--- config.mk ---
export PLATFORM = sky130hd
export DESIGN_NAME = tiled_linear_address_generator_top
export DESIGN_NICKNAME = d
export VERILOG_FILES = /design/src/hdl/tlag_pkg.sv /design/src/hdl/tiled_linear_address_generator_top.sv /design/src/hdl/tlag_walk.sv
export SDC_FILE = /design/constraint.sdc
export NUM_CORES = 1
export LEC_CHECK = 0
export BUFFER_PORTS_ARGS = -buffer_cell sky130_fd_sc_hd__clkbuf_2
export CELL_PAD_IN_SITES_DETAIL_PLACEMENT = 1
export CELL_PAD_IN_SITES_GLOBAL_PLACEMENT = 1
export CORE_UTILIZATION = 35
export CTS_CLUSTER_SIZE = 8
export DETAILED_ROUTE_END_ITERATION = 10
export GPL_TIMING_DRIVEN = 0
export PLACE_DENSITY_LB_ADDON = 0.05
export SKIP_LAST_GASP = 1
export SLEW_MARGIN = 25
export SYNTH_ARGS = -nofsm -noshare
export SYNTH_HDL_FRONTEND = slang
export SYNTH_HIERARCHICAL = 1
export SYNTH_SLANG_ARGS = --single-unit
--- constraint.sdc ---
create_clock -name clk -period 17.21 [get_ports clk]
set_input_delay 3.442 -clock clk [delete_from_list [all_inputs] [get_ports clk]]
set_output_delay 3.442 -clock clk [all_outputs]
set_load 0.05 [all_outputs]
--- src/hdl/tlag_pkg.sv ---
// Shared types and constants for the tiled/linear address generator.
`timescale 1ns / 1ps

package tlag_pkg;

	localparam int TILE_SIZE_DEF = 32;
	localparam int DIM_W         = 16;
	// Pixel coordinate width: the largest coordinate stays below 65535 + 64.
	localparam int COORD_W       = 17;
	localparam int COUNT_W       = 32;
	localparam int ADDR_W        = 34;
	localparam int BPP_W         = 2;
	localparam int CFG_IDX_W     = 2;

	localparam logic [CFG_IDX_W-1:0] CFG_IMAGE_WIDTH  = 2'd0;
	localparam logic [CFG_IDX_W-1:0] CFG_IMAGE_HEIGHT = 2'd1;
	localparam logic [CFG_IDX_W-1:0] CFG_BPP_LOG2     = 2'd2;
	localparam logic [CFG_IDX_W-1:0] CFG_TO_TILED     = 2'd3;

	localparam logic [BPP_W-1:0] BPP_LOG2_MAX = 2'd2;

	// Position of the pixel handed out for the current request.
	typedef struct packed {
		logic [COORD_W-1:0] x;
		logic [COORD_W-1:0] y;
		logic [COUNT_W-1:0] count;
		logic               last;
	} pix_pos_t;

endpackage

--- src/hdl/tiled_linear_address_generator_top.sv ---
// Top level of the tiled/linear address generator with config registers and output stage.
`timescale 1ns / 1ps

// Produces one read/write byte-offset pair per accepted request, walking the
// image in square tiles (row by row of tiles, row by row inside a tile) with
// clipped edge tiles. The walk counters and the y*width multiply sit between
// the position registers and a single output register, so a new request is
// taken every clock while the output is not stalled. restart=1 makes the
// request return the first pixel; last_pixel marks the final pixel, after
// which the walk starts over.
// Configuration must be written while no request is in flight.

module tiled_linear_address_generator_top import tlag_pkg::*; #(
	parameter int TILE_SIZE = TILE_SIZE_DEF
) (
	input  logic                 clk,
	input  logic                 arst_n,
	input  logic                 cfg_we,
	input  logic [CFG_IDX_W-1:0] cfg_index,
	input  logic [DIM_W-1:0]     cfg_data,
	input  logic                 in_valid,
	output logic                 in_stall,
	input  logic                 restart,
	output logic                 out_valid,
	input  logic                 out_stall,
	output logic [ADDR_W-1:0]    read_address,
	output logic [ADDR_W-1:0]    write_address,
	output logic                 last_pixel
);

	logic [DIM_W-1:0] width_q, height_q, width_eff, height_eff;
	logic [BPP_W-1:0] bpp_log2_q, shift;
	logic             to_tiled_q;
	logic             accept, out_valid_q;
	pix_pos_t         pos;

	logic [2*DIM_W:0]  prod;
	logic [ADDR_W-1:0] lin_idx, lin_addr, til_addr;

	always_ff @(posedge clk or negedge arst_n) begin
		if (!arst_n) begin
			width_q    <= DIM_W'(1);
			height_q   <= DIM_W'(1);
			bpp_log2_q <= BPP_LOG2_MAX;
			to_tiled_q <= 1'b0;
		end else if (cfg_we) begin
			case (cfg_index)
				CFG_IMAGE_WIDTH:  width_q    <= cfg_data;
				CFG_IMAGE_HEIGHT: height_q   <= cfg_data;
				CFG_BPP_LOG2:     bpp_log2_q <= cfg_data[BPP_W-1:0];
				CFG_TO_TILED:     to_tiled_q <= cfg_data[0];
				default: ;
			endcase
		end
	end

	always_comb begin
		width_eff  = (width_q == '0) ? DIM_W'(1) : width_q;
		height_eff = (height_q == '0) ? DIM_W'(1) : height_q;
		shift      = (bpp_log2_q > BPP_LOG2_MAX) ? BPP_LOG2_MAX : bpp_log2_q;
	end

	assign in_stall = out_valid_q && out_stall;
	assign accept   = in_valid && !in_stall;

	tlag_walk #(
		.TILE_SIZE(TILE_SIZE)
	) u_walk (
		.clk    (clk),
		.arst_n (arst_n),
		.step   (accept),
		.restart(restart),
		.width  (width_eff),
		.height (height_eff),
		.pos    (pos)
	);

	// Addresses are truncated to ADDR_W bits.
	always_comb begin
		prod     = (2*DIM_W+1)'(pos.y) * (2*DIM_W+1)'(width_eff);
		lin_idx  = ADDR_W'(prod) + ADDR_W'(pos.x);
		lin_addr = lin_idx << shift;
		til_addr = ADDR_W'(pos.count) << shift;
	end

	always_ff @(posedge clk or negedge arst_n) begin
		if (!arst_n) begin
			out_valid_q <= 1'b0;
		end else if (accept) begin
			out_valid_q <= 1'b1;
		end else if (!out_stall) begin
			out_valid_q <= 1'b0;
		end
	end

	always_ff @(posedge clk) begin
		if (accept) begin
			read_address  <= to_tiled_q ? lin_addr : til_addr;
			write_address <= to_tiled_q ? til_addr : lin_addr;
			last_pixel    <= pos.last;
		end
	end

	assign out_valid = out_valid_q;

endmodule

--- src/hdl/tlag_walk.sv ---
// Tiled-order walk counters: tile and in-tile position plus running pixel count.
`timescale 1ns / 1ps

module tlag_walk import tlag_pkg::*; #(
	parameter int TILE_SIZE = TILE_SIZE_DEF
) (
	input  logic             clk,
	input  logic             arst_n,
	input  logic             step,
	input  logic             restart,
	input  logic [DIM_W-1:0] width,
	input  logic [DIM_W-1:0] height,
	output pix_pos_t         pos
);

	localparam int CW  = (TILE_SIZE > 1) ? $clog2(TILE_SIZE) : 1;
	localparam int TCW = $clog2((65535 + TILE_SIZE - 1) / TILE_SIZE);
	localparam logic [COORD_W-1:0] TILE_C  = COORD_W'(TILE_SIZE);
	localparam logic [CW:0]        TILE_CI = (CW+1)'(TILE_SIZE);

	logic [TCW-1:0]     tile_row_q, tile_col_q, tr, tc;
	logic [CW-1:0]      row_in_tile_q, col_in_tile_q, rit, cit;
	logic [COUNT_W-1:0] pixel_count_q, cnt;

	logic [CW:0]        cit_inc, rit_inc;
	logic [TCW:0]       tc_inc, tr_inc;
	logic [COORD_W:0]   x_inc, y_inc;
	logic [COORD_W-1:0] x, y, tc_span, tr_span;
	logic               col_wrap, row_wrap, tcol_wrap, trow_wrap, last;

	// Restart clears the walk before this pixel is produced.
	always_comb begin
		tr  = restart ? '0 : tile_row_q;
		tc  = restart ? '0 : tile_col_q;
		rit = restart ? '0 : row_in_tile_q;
		cit = restart ? '0 : col_in_tile_q;
		cnt = restart ? '0 : pixel_count_q;
	end

	always_comb begin
		x       = COORD_W'(tc) * TILE_C + COORD_W'(cit);
		y       = COORD_W'(tr) * TILE_C + COORD_W'(rit);
		x_inc   = {1'b0, x} + 1'b1;
		y_inc   = {1'b0, y} + 1'b1;
		cit_inc = {1'b0, cit} + 1'b1;
		rit_inc = {1'b0, rit} + 1'b1;
		tc_inc  = {1'b0, tc} + 1'b1;
		tr_inc  = {1'b0, tr} + 1'b1;
		tc_span = COORD_W'(tc_inc) * TILE_C;
		tr_span = COORD_W'(tr_inc) * TILE_C;

		col_wrap  = (cit_inc >= TILE_CI) || (x_inc >= (COORD_W+1)'(width));
		row_wrap  = (rit_inc >= TILE_CI) || (y_inc >= (COORD_W+1)'(height));
		tcol_wrap = tc_span >= COORD_W'(width);
		trow_wrap = tr_span >= COORD_W'(height);
		last      = col_wrap && row_wrap && tcol_wrap && trow_wrap;

		pos.x     = x;
		pos.y     = y;
		pos.count = cnt;
		pos.last  = last;
	end

	always_ff @(posedge clk or negedge arst_n) begin
		if (!arst_n) begin
			tile_row_q    <= '0;
			tile_col_q    <= '0;
			row_in_tile_q <= '0;
			col_in_tile_q <= '0;
			pixel_count_q <= '0;
		end else if (step) begin
			pixel_count_q <= cnt + 1'b1;
			tile_row_q    <= tr;
			tile_col_q    <= tc;
			row_in_tile_q <= rit;
			if (!col_wrap) begin
				col_in_tile_q <= cit_inc[CW-1:0];
			end else begin
				col_in_tile_q <= '0;
				if (!row_wrap) begin
					row_in_tile_q <= rit_inc[CW-1:0];
				end else begin
					row_in_tile_q <= '0;
					if (!tcol_wrap) begin
						tile_col_q <= tc_inc[TCW-1:0];
					end else begin
						tile_col_q <= '0;
						if (!trow_wrap) begin
							tile_row_q <= tr_inc[TCW-1:0];
						end else begin
							// final pixel: walk starts over
							tile_row_q    <= '0;
							pixel_count_q <= '0;
						end
					end
				end
			end
		end
	end

endmodule
# After elaboration in Yosys (flattened, before gate mapping)
# Cells that the tools add are included.
[totals] wordCells=78 reg_bits=169 inputBits=24 out_inout_bits=71
[op_classes] n_mul=1 shift=2 order_cmp=7 n_addsub=10 reduce_logical=15 n_eq_ne=4 mux=26
[ops] op="32-bit two-way mux" n=5
[ops] op="11-bit two-way mux" n=9
[ops] op="34-bit two-way mux" n=2
[ops] op="17-bit by 1-bit adder with 18-bit output, second input constant" n=2
[ops] op="18-bit by 16-bit >= comparator with 1-bit output" n=2
[ops] op="16-bit by 5-bit adder with 17-bit output" n=2
[ops] op="33-bit by 17-bit adder with 34-bit output" n=1
[ops] op="17-bit by 16-bit >= comparator with 1-bit output" n=2
[ops] op="32-bit by 2-bit << shifter with 34-bit output" n=1
[ops] op="34-bit by 2-bit << shifter with 34-bit output" n=1
[ops] op="17-bit by 16-bit multiplier with 33-bit output" n=1
[ops] op="32-bit by 1-bit adder with 32-bit output, second input constant" n=1
[ops] op="16-bit zero test" n=2
[ops] op="16-bit two-way mux" n=2
[ops] op="5-bit two-way mux" n=5
[ops] op="11-bit by 1-bit adder with 12-bit output, second input constant" n=2
[ops] op="5-bit by 1-bit adder with 6-bit output, second input constant" n=2
[ops] op="6-bit >= comparator, second input constant" n=2
[ops] op="2-bit AND reduction" n=4
[ops] op="1-bit logical AND" n=5
[ops] op="2-bit == test, second input constant" n=2
[ops] op="2-bit by 1-bit == test with 1-bit output, second input constant" n=1
[ops] op="2-bit > comparator, second input constant" n=1
[ops] op="2-bit zero test" n=1
[ops] op="other kinds (5)" n=7

# Depth between registers and ports, before layout
[logic_depth] ltp_word=8 ltp_mapped=31 depth_no_buf=23

# By module
# Netlist, hierarchy kept.
[modules_own_cells] mod="tiled_linear_address_generator_top" area_each_um2=15895.2 seq_area_each_um2=2976.6 n_inst=1 cells_per_inst=1709
[modules_own_cells] mod="tlag_walk" area_each_um2=6078.3 seq_area_each_um2=1601.5 n_inst=1 cells_per_inst=748

# Worst setup path before layout
# OpenSTA, ideal clock, no wires.
[synth_path] path_kind="input to register" start="in restart" end="reg read_address[26], data pin" t_required_ps=16937 setup_slack_ps=6246 path_buffers=8 cell_stages=28 arrival_time_ps=10691 setup_ps=273 cell_sequence="buf_6 buf_6 clkbuf_1 clkbuf_1 buf_2 clkbuf_1 nor2b_1 clkbuf_1 nand2_1 fa_1 fa_1 inv_1 fa_1 fa_1 fa_1 inv_1 fa_1 inv_1 ha_1 a21oi_1 o21ai_0 a21o_2 or3b_1 buf_6 a41oi_4 xor2_2 mux2i_1 mux4_1"
[synth_rtl] element="start: declaration" line_no="tiled_linear_address_generator_top.sv:23" rtl="input logic restart,"
[synth_rtl] element="end signal: assignment" line_no="tiled_linear_address_generator_top.sv:98" rtl="read_address <= to_tiled_q ? lin_addr : til_addr;"
[synth_rtl] element="end: declaration" line_no="tiled_linear_address_generator_top.sv:26" rtl="output logic [ADDR_W-1:0] read_address,"

==> results.tsv <==
stage	metric	value	unit
global_routing	antenna_found_initial	0	
clock_tree	cts-root-buf	clkbuf_16	
worst_setup_path	critPathLaunchType	input pin	
die	core	0.0618	sq mm
clock_tree	holdBufCountCts	0	
synthesis	ys_seq_area_share	20.8	%
clock_tree	post_cts_buffers	0	
die	rows	91	
timing	clock.fmax	75.0	MHz
die	initial_core_util	35.5	%
clock_tree	cts_buffer_depth	2	
final_layout	mostFrequentLayoutCells	inv_1 (342), nand2_1 (301), fa_1 (226)	
final_layout	area_growth	10.0	%
synthesis	synthArstFlopShare	59.2	%
synthesis	synth_ff_type	dfrtp_1	
clock_tree	htreeDepth	4	
place	gp_congestion	0.879	
die	dieArea	0.0638	sq mm
drt	antenna_left	0	
die	dieWidth	253	um
clock_tree	numCtsBuffers	17	
final_layout	nets	2996	
drt	dr_total_vias	18200	
global_routing	grt_pass1_wl	122000	um
timing	min_period	13340	ps
worst_setup_path	required	17510	ps
synthesis	ys_warn_count	6	
worst_setup_path	critPathMaxFanout	10	
global_routing	grt-ovfl-total	0	
synthesis	syn_area	0.0220	sq mm
power_and_ir_drop	irDropWorstVdd	0.0750	mV
clock_tree	clkSinkCount	169	
synthesis	syn_avg_cell_area	8.94	sq um
clock_tree	cts_tree	yes	
timing	tns	0	ps
job	max_cap_viol_count	0	
synthesis	yosys.area.top_type_share	20.6	%
final_layout	fillCellCount	7281	
timing	min_period_over_period	77.5	%
timing	slew_headroom	25.6	%
synthesis	synth_top_cell_by_area	fa_1	
global_routing	grt_max_degree	69	
timing	tightest_slew	1120	ps
worst_setup_path	cp-end-kind	flip-flop	
worst_setup_path	critical_path_class	input pin to flip-flop	
synthesis	synth_area_leaders	fa_1 (21%), dfrtp_1 (11%), ha_1 (9.7%)	
timing	hold_viol	0	
global_routing	grt_pass1_vias	19700	
drt	vias_per_cell	5.30	
timing	finalMaxSlewViolations	0	
drt	wl_per_cell	23.0	um
place	port_buffers	94	
global_routing	grt_usage	25.6	%
timing	rsz0062_at_grt	false	
timing	setup_viol	0	
place	hpwlAfterDp	63500	um
power_and_ir_drop	powerDensity	58.2	mW/mm^2
drt	wl	78800	um
timing	clock_skew	13.4	ps
drt	drc	0	
synthesis	synth-edff-count	69	
final_layout	layout.cells.non_filler	3427	
drt	drtPass1Iterations	5	
synthesis	ys_types	106	
drt	drt_iter0_drc	838	
clock_tree	cts_resized	0	
power_and_ir_drop	p_leak	11.2	nW
clock_tree	clk_pin_slew	80	ps
final_layout	layout.cells.most_common	inv_1	
run_status	outcome	complete, no violations	
synthesis	ys_seq_elements	169	
hold_path	hold_class	flip-flop to flip-flop	
place	placedCellCount	3394	
die	io_pins	95	
synthesis	syn_inst	2457	
clock_tree	clk_latency	490	ps
final_layout	layout-drive-gt1-share	10.1	%
die	die_h	253	um
worst_setup_path	cp.arrival	13640	ps
[worst max-delay path: stages]
cell and delay (ps):
clkbuf_2 100, buf_6 190, buf_6 190, clkbuf_1 690, clkbuf_1 630, buf_2 480
clkbuf_1 510, nor2b_1 340, clkbuf_1 440, and2_1 300, fa_1 520, fa_1 490
fa_1 510, fa_1 520, fa_1 550, inv_1 60, fa_1 620, inv_1 60
ha_1 380, a21oi_1 120, o21ai_0 470, o31a_1 430, o2111ai_1 180, a211oi_1 620
mux2i_1 220, and2_1 230, o41ai_2 330
[cells in the mapped netlist, drive strengths merged, types with 11 or more instances]
master	count
and2	128
edfxtp	69
inv	346
dfrtp	97
mux2i	78
nor2	115
a21oi	102
nand2	301
o2bb2ai	27
xor2	23
a21o	16
nor3	35
xnor2	37
nand2b	15
nand4	24
buf	30
clkbuf	132
o21ai	89
a211oi	12
fa	226
o31ai	11
a22o	16
nor4	15
nand3	46
mux2	49
o211ai	22
and3	27
nor2b	62
ha	170
[cells by family (layout without fill, tap and decap cells)]
group | count (synthesis) | count (layout) | share of synthesized area, %
and+or+nand+nor | 812 | 812 | 18.6
adders and majority gates | 396 | 396 | 30.3
DFF | 169 | 169 | 20.8
buffers and inverters | 509 | 640 | 9.30
other | 1 | 3 | 0.0171
xor gates and xnor gates | 60 | 60 | 2.43
AOI/OAI and AO/OA | 373 | 373 | 11.5
muxes | 137 | 137 | 7.12
[worst paths after layout]
check	start	end	slack, ps	cells after the start
setup / recovery	restart	read_address[29]	3870	27
hold / removal	u_walk/tile_col_q[10]	u_walk/tile_col_q[10]	500	1
setup reg to reg	u_walk/tile_row_q[0]	read_address[29]	8430	21
hold reg to reg	u_walk/tile_col_q[10]	u_walk/tile_col_q[10]	500	1
max in group asynchronous	arst_n	bpp_log2_q[1]	13630	2
min in group asynchronous	arst_n	height_q[13]	2850	1
[state kept, by name, summed over array words and instances, names as in the netlist]
name and cells:
u_walk/tile_row_q 11, u_walk/pixel_count_q 32, to_tiled_q 1, height_q 16, u_walk/col_in_tile_q 5, write_address 34
u_walk/row_in_tile_q 5, last_pixel 1, bpp_log2_q 2, u_walk/tile_col_q 11, read_address 34, out_valid 1
width_q 16
[power breakdown]
| part | leakage [nW] | switching (mW) | internal, mW | total [mW] |
|---|---|---|---|---|
| combinational | 8.98 | 0.366 | 0.156 | 0.522 |
| clock | 0.262 | 0.196 | 0.190 | 0.386 |
| sequential | 1.98 | 0.0289 | 0.469 | 0.498 |
[cell type report]
class	count	area, sq um	share of cell area (%)
multi-input cells	1780	15400	63.6
diodes	1	2.50	0.0103
flip-flops and latches	169	4580	18.9
clock inverters	14	128	0.528
repair buffers	99	573	2.37
clock buffers	18	429	1.77
plain buffers	163	746	3.08
inverters	346	1300	5.37
well taps	837	1050	4.33
[stage by stage]
step	total power, mW	hold WS (ps)	area [sq um]	utilization (%)	worst slack (ps)
after CTS	1.42	508	24200	39.1	3880
after floorplan	0.841	458	22000	-	6250
final	1.41	502	24200	39.1	3870
after detailed placement	1.03	480	23600	38.2	3390
after global placement	1.01	479	23500	38.0	3400
after global routing	1.48	548	24200	39.1	3430
[metal layers]
layer	vias to the layer above	share of wire [%]	track usage, %	wire length (um)
met1	9375	46	33.9	36200
met3	71	3.4	3.27	2680
met2	346	48	43.4	37900
li1	8386	-	-	-
met5	-	0	0	0
met4	0	2.5	7.83	1970
No activity file was read; power rests on OpenSTA's default activity.
